File: src/design/ple_pkg.sv
// Package for the positional list engine: request codes, status codes,
// sequencer states and default sizes. Depends on nothing.
`default_nettype none

package ple_pkg;

    localparam int CAPACITY_DEF = 64;

    localparam int REQ_W = 3;
    localparam int POS_W = 7;
    localparam int VAL_W = 32;
    localparam int CNT_W = 7;
    localparam int STAT_W = 2;

    typedef enum logic [REQ_W-1:0] {
        REQ_PUSH_BACK  = 3'd0,
        REQ_PUSH_FRONT = 3'd1,
        REQ_POP_FRONT  = 3'd2,
        REQ_POP_BACK   = 3'd3,
        REQ_INSERT     = 3'd4,
        REQ_ERASE      = 3'd5
    } t_req;

    typedef enum logic [STAT_W-1:0] {
        STAT_DONE    = 2'd0,
        STAT_IGNORED = 2'd1,
        STAT_FULL    = 2'd2
    } t_status;

    typedef enum logic [1:0] {
        OP_NONE,
        OP_OPEN,
        OP_CLOSE
    } t_op;

    typedef enum logic [3:0] {
        ST_IDLE,
        ST_OPEN_RD,
        ST_OPEN_WR,
        ST_PUT,
        ST_CLOSE_RD,
        ST_CLOSE_WR,
        ST_FRONT_RD,
        ST_BACK_RD,
        ST_BACK_WAIT
    } t_state;

endpackage

`default_nettype wire

File: src/design/ple_ram.sv
// Generic single-write, single-read RAM with a registered read port.
// Holds the list elements; no dependencies.
`default_nettype none

module ple_ram #(
    parameter int WIDTH = 32,
    parameter int DEPTH = 64,
    localparam int AW = (DEPTH > 1) ? $clog2(DEPTH) : 1
) (
    input  wire logic             i_clk,
    input  wire logic             i_we,
    input  wire logic [AW-1:0]    i_waddr,
    input  wire logic [WIDTH-1:0] i_wdata,
    input  wire logic [AW-1:0]    i_raddr,
    output logic      [WIDTH-1:0] o_rdata
);

    logic [WIDTH-1:0] r_mem [DEPTH];

    always_ff @(posedge i_clk) begin
        if (i_we) begin
            r_mem[i_waddr] <= i_wdata;
        end
        o_rdata <= r_mem[i_raddr];
    end

endmodule

`default_nettype wire

File: src/design/ple_ctrl.sv
// Request decoder and shift sequencer for the positional list engine.
// Drives the element RAM one move at a time; uses ple_pkg.
`default_nettype none

module ple_ctrl
    import ple_pkg::*;
#(
    parameter int CAPACITY = CAPACITY_DEF,
    localparam int AW = (CAPACITY > 1) ? $clog2(CAPACITY) : 1,
    localparam int LW = $clog2(CAPACITY + 1),
    localparam int CW = ((LW > POS_W) ? LW : POS_W) + 1
) (
    input  wire logic                i_clk,
    input  wire logic                i_rst_n,
    input  wire logic                i_start,
    output logic                     o_busy,
    input  wire logic [REQ_W-1:0]    i_req_type,
    input  wire logic [POS_W-1:0]    i_position,
    input  wire logic [VAL_W-1:0]    i_value,
    output logic                     o_ram_we,
    output logic      [AW-1:0]       o_ram_waddr,
    output logic      [VAL_W-1:0]    o_ram_wdata,
    output logic      [AW-1:0]       o_ram_raddr,
    input  wire logic [VAL_W-1:0]    i_ram_rdata,
    output logic                     o_valid,
    output logic      [VAL_W-1:0]    o_front_value,
    output logic      [VAL_W-1:0]    o_back_value,
    output logic      [CNT_W-1:0]    o_element_count,
    output logic                     o_is_empty,
    output logic      [STAT_W-1:0]   o_status
);

    t_state r_state, n_state;
    logic [LW-1:0]     r_len, n_len;
    logic [LW-1:0]     r_idx, n_idx;
    logic [LW-1:0]     r_at, n_at;
    logic [VAL_W-1:0]  r_val, n_val;
    t_status           r_stat, n_stat;
    logic [VAL_W-1:0]  r_front, n_front;
    logic [VAL_W-1:0]  r_back, n_back;
    logic              r_strobe, n_strobe;

    // Decoded request.
    t_op               d_op;
    t_status           d_stat;
    logic [LW-1:0]     d_at;
    logic [LW-1:0]     d_len;

    logic                 accept;
    logic signed [CW-1:0] pos_s;
    logic signed [CW-1:0] len_s;
    logic [CW-1:0]        pos_inc;
    logic                 full;
    logic                 empty;
    logic                 ins_bad;
    logic                 era_bad;
    logic [LW-1:0]        idx_dec;
    logic [LW-1:0]        idx_inc;
    logic [LW+CNT_W-1:0]  len_wide;

    function automatic logic [AW-1:0] idx_last();
        logic [LW-1:0] last;
        last = r_len - LW'(1);
        return last[AW-1:0];
    endfunction

    assign accept  = i_start && (r_state == ST_IDLE);
    assign pos_s   = signed'({{(CW-POS_W){i_position[POS_W-1]}}, i_position});
    assign len_s   = signed'({{(CW-LW){1'b0}}, r_len});
    assign pos_inc = CW'(pos_s + CW'(1));
    assign full    = (r_len == LW'(CAPACITY));
    assign empty   = (r_len == '0);
    assign ins_bad = (pos_s < -CW'(1)) || (pos_s >= len_s);
    assign era_bad = (pos_s < CW'(0)) || (pos_s >= len_s);
    assign idx_dec = r_idx - LW'(1);
    assign idx_inc = r_idx + LW'(1);

    always_comb begin
        d_op   = OP_NONE;
        d_stat = STAT_DONE;
        d_at   = '0;
        d_len  = r_len;
        unique case (t_req'(i_req_type))
            REQ_PUSH_BACK: begin
                if (full) begin
                    d_stat = STAT_FULL;
                end else begin
                    d_op  = OP_OPEN;
                    d_at  = r_len;
                    d_len = r_len + LW'(1);
                end
            end
            REQ_PUSH_FRONT: begin
                if (full) begin
                    d_stat = STAT_FULL;
                end else begin
                    d_op  = OP_OPEN;
                    d_len = r_len + LW'(1);
                end
            end
            REQ_POP_FRONT: begin
                if (empty) begin
                    d_stat = STAT_IGNORED;
                end else begin
                    d_op  = OP_CLOSE;
                    d_len = r_len - LW'(1);
                end
            end
            REQ_POP_BACK: begin
                if (empty) begin
                    d_stat = STAT_IGNORED;
                end else begin
                    d_len = r_len - LW'(1);
                end
            end
            REQ_INSERT: begin
                if (full) begin
                    d_stat = STAT_FULL;
                end else if (ins_bad) begin
                    d_stat = STAT_IGNORED;
                end else begin
                    d_op  = OP_OPEN;
                    d_at  = pos_inc[LW-1:0];
                    d_len = r_len + LW'(1);
                end
            end
            REQ_ERASE: begin
                if (era_bad) begin
                    d_stat = STAT_IGNORED;
                end else begin
                    d_op  = OP_CLOSE;
                    d_at  = pos_s[LW-1:0];
                    d_len = r_len - LW'(1);
                end
            end
            default: begin
                d_stat = STAT_IGNORED;
            end
        endcase
    end

    // Next state.
    always_comb begin
        n_state = r_state;
        unique case (r_state)
            ST_IDLE: begin
                if (accept) begin
                    unique case (d_op)
                        OP_OPEN:  n_state = (r_len > d_at) ? ST_OPEN_RD : ST_PUT;
                        OP_CLOSE: n_state = (d_at < d_len) ? ST_CLOSE_RD : ST_FRONT_RD;
                        default:  n_state = ST_FRONT_RD;
                    endcase
                end
            end
            ST_OPEN_RD:   n_state = ST_OPEN_WR;
            ST_OPEN_WR:   n_state = (idx_dec > r_at) ? ST_OPEN_RD : ST_PUT;
            ST_PUT:       n_state = ST_FRONT_RD;
            ST_CLOSE_RD:  n_state = ST_CLOSE_WR;
            ST_CLOSE_WR:  n_state = (idx_inc < r_len) ? ST_CLOSE_RD : ST_FRONT_RD;
            ST_FRONT_RD:  n_state = (r_len == '0) ? ST_IDLE : ST_BACK_RD;
            ST_BACK_RD:   n_state = ST_BACK_WAIT;
            ST_BACK_WAIT: n_state = ST_IDLE;
            default:      n_state = ST_IDLE;
        endcase
    end

    // Datapath and RAM controls.
    always_comb begin
        n_len       = r_len;
        n_idx       = r_idx;
        n_at        = r_at;
        n_val       = r_val;
        n_stat      = r_stat;
        n_front     = r_front;
        n_back      = r_back;
        n_strobe    = 1'b0;
        o_ram_we    = 1'b0;
        o_ram_waddr = r_idx[AW-1:0];
        o_ram_wdata = i_ram_rdata;
        o_ram_raddr = '0;
        unique case (r_state)
            ST_IDLE: begin
                if (accept) begin
                    n_len  = d_len;
                    n_at   = d_at;
                    n_val  = i_value;
                    n_stat = d_stat;
                    // Open moves run from the old end down; close moves run upward.
                    n_idx  = (d_op == OP_OPEN) ? r_len : d_at;
                end
            end
            ST_OPEN_RD: begin
                o_ram_raddr = idx_dec[AW-1:0];
            end
            ST_OPEN_WR: begin
                o_ram_we = 1'b1;
                n_idx    = idx_dec;
            end
            ST_PUT: begin
                o_ram_we    = 1'b1;
                o_ram_waddr = r_at[AW-1:0];
                o_ram_wdata = r_val;
            end
            ST_CLOSE_RD: begin
                o_ram_raddr = idx_inc[AW-1:0];
            end
            ST_CLOSE_WR: begin
                o_ram_we = 1'b1;
                n_idx    = idx_inc;
            end
            ST_FRONT_RD: begin
                o_ram_raddr = '0;
                if (r_len == '0) begin
                    n_front  = '0;
                    n_back   = '0;
                    n_strobe = 1'b1;
                end
            end
            ST_BACK_RD: begin
                o_ram_raddr = idx_last();
                n_front     = i_ram_rdata;
            end
            ST_BACK_WAIT: begin
                n_back   = i_ram_rdata;
                n_strobe = 1'b1;
            end
            default: begin
            end
        endcase
    end

    always_ff @(posedge i_clk) begin
        if (!i_rst_n) begin
            r_state  <= ST_IDLE;
            r_len    <= '0;
            r_strobe <= 1'b0;
        end else begin
            r_state  <= n_state;
            r_len    <= n_len;
            r_strobe <= n_strobe;
        end
    end

    always_ff @(posedge i_clk) begin
        r_idx   <= n_idx;
        r_at    <= n_at;
        r_val   <= n_val;
        r_stat  <= n_stat;
        r_front <= n_front;
        r_back  <= n_back;
    end

    assign len_wide        = {{CNT_W{1'b0}}, r_len};
    assign o_busy          = (r_state != ST_IDLE);
    assign o_valid         = r_strobe;
    assign o_front_value   = r_front;
    assign o_back_value    = r_back;
    assign o_element_count = len_wide[CNT_W-1:0];
    assign o_is_empty      = (r_len == '0);
    assign o_status        = r_stat;

endmodule

`default_nettype wire

File: src/design/positional_list_engine.sv
// Top level of the positional list engine: the sequencer and the element RAM.
// Uses ple_pkg, ple_ctrl and ple_ram.
`default_nettype none

// A request is taken at a clock edge where start is high and busy is low. Elements
// live in a RAM with one write and one registered read port, so every element that
// a push, pop, insert or erase has to move costs a read and then a write, and a
// push or insert spends one more step storing the new word. After that the front
// and back words are read back in the states FRONT_RD, BACK_RD and BACK_WAIT, or in
// FRONT_RD alone when the list ends up empty, and both words are then given as zero.
// A pop at the back or an ignored or rejected request moves nothing and only reads
// back the front and back words. The longest request is a push at the front of a
// list of 63 words, tied with an insert at position -1. The result word is on the
// outputs with o_valid high for exactly one cycle, the first cycle in which busy is
// low again, and cannot be held off by the receiver; a new request can be taken at
// the end of that same cycle.
module positional_list_engine
    import ple_pkg::*;
#(
    parameter int CAPACITY = CAPACITY_DEF,
    localparam int AW = (CAPACITY > 1) ? $clog2(CAPACITY) : 1
) (
    input  wire logic                i_clk,
    input  wire logic                i_rst_n,
    input  wire logic                start,
    output logic                     busy,
    input  wire logic [REQ_W-1:0]    i_req_type,
    input  wire logic [POS_W-1:0]    i_position,
    input  wire logic [VAL_W-1:0]    i_value,
    output logic                     o_valid,
    output logic      [VAL_W-1:0]    o_front_value,
    output logic      [VAL_W-1:0]    o_back_value,
    output logic      [CNT_W-1:0]    o_element_count,
    output logic                     o_is_empty,
    output logic      [STAT_W-1:0]   o_status
);

    logic             ram_we;
    logic [AW-1:0]    ram_waddr;
    logic [VAL_W-1:0] ram_wdata;
    logic [AW-1:0]    ram_raddr;
    logic [VAL_W-1:0] ram_rdata;

    ple_ctrl #(
        .CAPACITY(CAPACITY)
    ) u_ctrl (
        .i_clk          (i_clk),
        .i_rst_n        (i_rst_n),
        .i_start        (start),
        .o_busy         (busy),
        .i_req_type     (i_req_type),
        .i_position     (i_position),
        .i_value        (i_value),
        .o_ram_we       (ram_we),
        .o_ram_waddr    (ram_waddr),
        .o_ram_wdata    (ram_wdata),
        .o_ram_raddr    (ram_raddr),
        .i_ram_rdata    (ram_rdata),
        .o_valid        (o_valid),
        .o_front_value  (o_front_value),
        .o_back_value   (o_back_value),
        .o_element_count(o_element_count),
        .o_is_empty     (o_is_empty),
        .o_status       (o_status)
    );

    ple_ram #(
        .WIDTH(VAL_W),
        .DEPTH(CAPACITY)
    ) u_ram (
        .i_clk  (i_clk),
        .i_we   (ram_we),
        .i_waddr(ram_waddr),
        .i_wdata(ram_wdata),
        .i_raddr(ram_raddr),
        .o_rdata(ram_rdata)
    );

endmodule

`default_nettype wire
File: config.mk
export PLATFORM = sky130hd
export DESIGN_NAME = positional_list_engine
export DESIGN_NICKNAME = d
export VERILOG_FILES = /design/src/design/ple_pkg.sv /design/src/design/ple_ram.sv /design/src/design/ple_ctrl.sv /design/src/design/positional_list_engine.sv
export SDC_FILE = /design/constraint.sdc
export NUM_CORES = 2
export LEC_CHECK = 0
export ABC_AREA = 0
export CAP_MARGIN = 10
export CORE_MARGIN = 2
export CORE_UTILIZATION = 35
export CTS_BUF_LIST = sky130_fd_sc_hd__clkbuf_4 sky130_fd_sc_hd__clkbuf_8
export CTS_CLUSTER_DIAMETER = 60
export DETAILED_ROUTE_END_ITERATION = 7
export DONT_BUFFER_PORTS = 1
export MAX_ROUTING_LAYER = met4
export PLACE_DENSITY_LB_ADDON = 0.15
export RECOVER_POWER = 100
export SYNTH_ARGS = -nofsm -noshare
export SYNTH_HDL_FRONTEND = slang
export SYNTH_SLANG_ARGS = --single-unit
File: constraint.sdc
create_clock -name i_clk -period 4.7 [get_ports i_clk]
set_input_delay 0.705 -clock i_clk [delete_from_list [all_inputs] [get_ports i_clk]]
set_output_delay 0.705 -clock i_clk [all_outputs]
set_load 0.01 [all_outputs]
Yosys cells after proc, flatten, opt, wreduce, memory -nomap -nowiden
Memory sizes are Yosys's and may differ from the RTL's. A register that Yosys moved wholly into a read port is not among the register bits. Cells that the tools add are included.

Memories kept: 1. Memory bits (read-only): 0. Bits in writable memories: 2048. Logic and storage cells: 102. Bits in registers: 124. Latch bits: 0. Input bits: 45.

Shift operators: 0. Reductions and logical operators: 17. Order comparisons: 7. Div/mod/pow operators: 0. Muxes and demuxes: 45. Add/subtract/negate cells: 5. Multipliers: 0. Bitwise operators: 0. Eq/ne operators: 18.

Memory list: u_ram.r_mem (depth 64, width 32, rd ports 1, clocked after Yosys merged registers in 1, write ports 1, line ple_ram.sv:18) `logic [WIDTH-1:0] r_mem [DEPTH];`.

Operator list (number): $pmux 32 s2 (2); $mux 7 (11); $mux 32 (2); $pmux 7 s3 (2); $pmux 4 s8 (1); $pmux 7 s4 (1); $mux 2 (9); $pmux 6 s3 (1); $eq 4x3->1 const B (4); $pmux 2 s4 (2); $add 7x1->7 const B (2); $gt 7x7->1 (2); $lt 7x1->1 const B (2); $lt 7x7->1 (2); $sub 7x1->7 const B (2); $mux 1 (9); $eq 4x2->1 const B (2); $ge 7x8->1 (1); $pmux 4 s2 (1); $reduce_and 2->1 (4); $add 7x2->7 const B (1); $eq 7x7->1 const B (1); $logic_not 7->1 (1); $eq 3x2->1 const B (2); 21 further kinds (25).

Depth between registers and ports, before layout
Depth after elaboration: 10. Mapped depth: 20.

Hierarchy
Synthesis repeated with hierarchy kept, for this count alone.

Cell total of the unflattened synthesis: 3957. Area, all modules: 85543.3 um2.

Modules (own cells, without submodules): ple_ram (area an instance 78515.3 um2, cells an instance 3324, instances 1, seq. area each 62139.6 um2); ple_ctrl (area an instance 7028.0 um2, cells an instance 633, instances 1, seq. area each 3603.5 um2).

Least setup slack after synthesis
OpenSTA, ideal clock, no wires.

Kind: input to register. Start point: input i_position[0]. End point: register u_ctrl.r_state[1]. Data arrival time: 3880 ps. Cell stages on the path: 19. Path slack: 687 ps. Library setup time: 132 ps. Cell sequence: inv_1 -> ha_1 -> nand2b_1 -> a21o_1 -> a31oi_1 -> o21a_1 -> nand2_1 -> nand2_1 -> inv_1 -> o221ai_1 -> a221oi_1 -> ha_1 -> a21o_1 -> a21o_1 -> a21o_1 -> a211oi_1 -> o2111ai_1 -> o21ai_0 -> a311oi_1.

Longest elaborated chain between the ends: 10. Elaborated cells between the ends (all ways): 27.

RTL lines: start: declaration (line positional_list_engine.sv:28) `input wire logic [POS_W-1:0] i_position,`; $ge 7x8->1 or $lt 7x1->1 (tied branches) (line ple_ctrl.sv:73, ple_ctrl.sv:74); $logic_or 1x1->1 (line ple_ctrl.sv:73) `assign ins_bad = (pos_s < -CW'(1)) || (pos_s >= len_s);`; $mux 7 (line ple_ctrl.sv:119) `end else if (ins_bad) begin`; $mux 7 (line ple_ctrl.sv:117) `if (full) begin`; $pmux 7 s4 or $pmux 7 s3 (tied branches) (line ple_ctrl.sv:83) `unique case (t_req'(i_req_type))`; $lt 7x7->1 or $gt 7x7->1 (tied branches) (line ple_ctrl.sv:150, ple_ctrl.sv:149); $mux 2, on equally long branches (line ple_ctrl.sv:150, ple_ctrl.sv:149); $pmux 4 s2 * (line ple_ctrl.sv:148) `unique case (d_op)`; $mux 4 * (line ple_ctrl.sv:147) `if (accept) begin`; $pmux 4 s8 * (line ple_ctrl.sv:145) `unique case (r_state)`; end signal: assignment (line ple_ctrl.sv:238) `r_state <= n_state;`; end: declaration (line ple_ctrl.sv:33) `t_state r_state, n_state;`.

Every way passes the cells marked *; elsewhere a longest branch is shown, timed or not. The select of a mux whose other input is x is not followed. A chain may end at the register's enable or synchronous reset.

Final worst setup path
Start point: register u_ctrl.r_len[2] (netlist: u_ctrl.o_element_count[2]). End point: register u_ram.o_rdata[3] (read register of u_ram.r_mem).

Longest elaborated chain between the ends: 2.

RTL lines: start: declaration (line ple_ctrl.sv:34) `logic [LW-1:0] r_len, n_len;`; start signal: assignment (line ple_ctrl.sv:239) `r_len <= n_len;`; $sub 7x1->7; $pmux 6 s3 (line ple_ctrl.sv:181) `unique case (r_state)`; end: declaration (line ple_ram.sv:15) `output logic [WIDTH-1:0] o_rdata`.

No other way between the ends.

==> out/results.tsv <==
stage	metric	value	unit
run_status	status	finished with violations	
run_status	violations in the final reports	max-capacitance violations, max-slew violations	
placement	GPL Wtd Cong	0.8631	
cts	Max Buffers Root-to-Sink	4	
synthesis	post-synthesis cell count	3932	
timing	skew final	74.44	ps
global_routing	initial antenna violation count	20	
timing	Max Freq	215.4	MHz
routing	initial detailed-routing violation count	4512	
global_routing	first-pass GRT wire length	354.1	mm
cts	H-tree level count	5	
cells_and_area	Sequential cell area	65740	um^2
cts	clk slew on worst S/H paths	60	ps
setup_path	Critical Path AT	5660	ps
placement	Post-DP HPWL	149.7	mm
setup_path	crit path max fanout	42	
floorplan	Ports	121	
global_routing	largest net degree at the start of global routing	75	
setup_path	CP max stage delay	1020	ps
setup_path	Crit-path slowest cell	a22oi_1	
setup_path	CP required	5710	ps
floorplan	Initial Utilization	35.18	%
flow_run	Max Cap Viol	13	
floorplan	Core Region	243200	um^2
timing	Final Hold Violating Endpoints	0	
timing	Final period util	98.80	%
timing	Fin Setup TNS	0	ps
routing	post-DR wirelength/cell	31.86	um
hold_path	Worst Hold Class	input port to flop	
timing	Slew Viols, Final	603	
synthesis	post-synth cell types	71	
routing	DR vias/cell	5.396	
timing	slew margin rel.	-79.99	%
cells_and_area	fin area	99150	um^2
global_routing	number of global-route vias before repair	44730	
cells_and_area	final core utilization	40.76	%
setup_path	slack of the worst reg-to-reg path	60	ps
setup_path	Setup Crit Path Kind	flop to flop	
timing	RSZ-0062 raised after global routing	false	
timing	fin crit period	4643	ps
cts	clock latency on the worst-skew pair	1070	ps
synthesis	post-synthesis sequential area ratio	76.84	%
routing	drt drc	0	
cells_and_area	Area growth syn-to-layout	15.88	%
timing	final setup vio count	0	
routing	detailed-router iteration count before antenna repair	6	
synthesis	Yosys warnings	0	
synthesis	Synthesized Nets	4019	
setup_path	CP endpoint kind	flop	
synthesis	synthesized area	85560	um^2
cts	clk root buf	clkbuf_8	
synthesis	Post-synth EDFFs	2160	
cells_and_area	Filler cells	21720	
cells_and_area	area of the multi-input gates	18950	um^2
global_routing	GR Overflow Total	0	
setup_path	CP Launch Type	flop	
routing	Final ANT Viol Nets	0	
floorplan	Die Span Y	498.4	um
floorplan	Die X	498.4	um
power_and_ir_drop	Power Dens Cells	658.7	nW/um^2
cts	clk sink count	2204	
routing	DRT Wirelength	253.7	mm
routing	vias	42960	
synthesis	ys async rst share	0	%
cts	CTS tree	done	
setup_path	CP cell instances	clkbuf_1, nor3_1, xnor2_1, a221o_4, buf_8, mux2i_1, a22oi_1, and4_1	
cts	Gates resized, CTS repair	0	
synthesis	syn_area_per_cell	21.76	um^2
cts	Num CTS Buffers	380	
timing	worst-margin pin slew	2700	ps
cells_and_area	fin nets	4532	
floorplan	die area	248400	um^2
power_and_ir_drop	Max IR drop VDD	0.0004851	V
placement	Area after DPL	92420	um^2
placement	number of port buffers	0	
synthesis	Seq cells post-synth	2204	
cells_and_area	layout cells sized above 1	30.12	%
global_routing	total track usage	20.80	%
power_and_ir_drop	leakage	0.03039	uW
floorplan	row count	181	
synthesis	dominant synthesized flop cell	edfxtp_1	
## where the power goes
| part | switching, uW | total [uW] | internal [uW] |
|---|---|---|---|
| clock | 7670 | 16800 | 9150 |
| combinational | 14000 | 22300 | 8300 |
| sequential | 642 | 26200 | 25500 |
| total | 22300 | 65300 | 43000 |
## layout make-up
class	instances	area share, %
Timing Repair Buffer	339	3.048
Clock inverter	143	0.7673
Clock buffer	532	6.546
Tap cell	3202	4.041
Antenna cell	21	0.05300
Sequential cell	2204	66.31
Inverter	34	0.1287
Multi-Input combinational cell	1486	19.11
## repair_timing
action / in CTS / in global routing
buffers inserted: 0 / 0
endpoints found under the hold margin: 54 / 0
hold buffers: 38 / 0
## metal layers
layer / routed length (um) / global-route usage (%) / up-vias / share of wire [%]
met4: 5312 / 4.641 / 0 / 2.1
met5: 0 / - / - / 0
met1: 111200 / 28.51 / 23460 / 44
met3: 14790 / 3.298 / 324 / 5.8
met2: 122300 / 32.84 / 1464 / 48
li1: - / - / 17720 / -
## through the flow
stage          hold WS [ps]  total power [uW]  cells  setup slack, ps
2_1_floorplan         516.5             39570   3932            687.4
3_3_place_gp          596.8             49370   7227            352.2
3_5_place_dp          570.1             49510   7227            334.1
4_1_cts               7.759             66420   7940            403.4
5_1_grt               84.68             68070   7947            38.02
6_report              153.7             65310   7961            56.61
## cells in the mapped netlist, drive strengths merged, types with 11 or more instances
library cell	n	area (um^2)
inv	33	123.9
edfxtp	2160	64860
nand3	92	460.4
o21ai	43	215.2
nor3	15	75.07
mux2i	134	1341
and2	72	450.4
dfxtp	44	880.8
clkbuf	80	300.3
nand2	59	221.5
a22oi	189	1419
mux4	512	11530
mux2	35	394.1
ha	42	525.5
a21oi	26	133.9
nor2	89	334.1
nand2b	15	101.3
buf	128	863.3
and4	30	262.8
xnor2	11	96.34
## registers in the layout (all words and copies together), names as in the netlist
register / cells
u_ctrl.o_back_value: 32
u_ctrl.o_element_count: 7
u_ctrl.o_front_value: 32
u_ctrl.o_status: 2
u_ctrl.o_valid: 1
u_ctrl.r_at: 7
u_ctrl.r_idx: 7
u_ctrl.r_state: 4
u_ctrl.r_val: 32
u_ram.o_rdata: 32
u_ram.r_mem: 2048
## worst max-delay path: cells and delay by family (launching register included)
family                    cells  cell delay [ps]
AOI/OAI and AO/OA             2             1610
buffers and inverters         2             1320
xor gates and xnor gates      1              540
and+or+nand+nor               2              440
DFF                           1              430
muxes                         1              180
## placed cells by master, fill, tap and decap left out, types with 55 or more instances in the layout
cell / count
mux4_2: 512
buf_4: 107
mux2i_1: 134
nand3_1: 92
buf_12: 55
a22oi_1: 189
clkinv_1: 93
clkbuf_8: 399
clkbuf_4: 161
edfxtp_1: 2160
nand2_1: 59
## final timing paths
check | startpoint | cells after the start | endpoint
worst max-delay path | u_ctrl.o_element_count[2] | 8 | u_ram.o_rdata[3]
worst min-delay path | i_position[4] | 2 | u_ctrl.r_at[4]
worst max register to register | u_ctrl.o_element_count[2] | 8 | u_ram.o_rdata[3]
worst min register to register | u_ram.o_rdata[13] | 1 | u_ctrl.o_back_value[13]
## cell families (layout without fill, tap and decap cells)
logic type / count (synthesis) / in the layout / share of synthesized area (%)
DFF: 2204 / 2204 / 76.84
muxes: 681 / 681 / 15.51
and+or+nand+nor: 418 / 418 / 2.612
AOI/OAI and AO/OA: 327 / 327 / 2.736
buffers and inverters: 242 / 1048 / 1.509
adders and majority gates: 42 / 42 / 0.6142
xor gates and xnor gates: 18 / 18 / 0.1843
other: 0 / 21 / 0
Power figures use the tool's default switching activity.
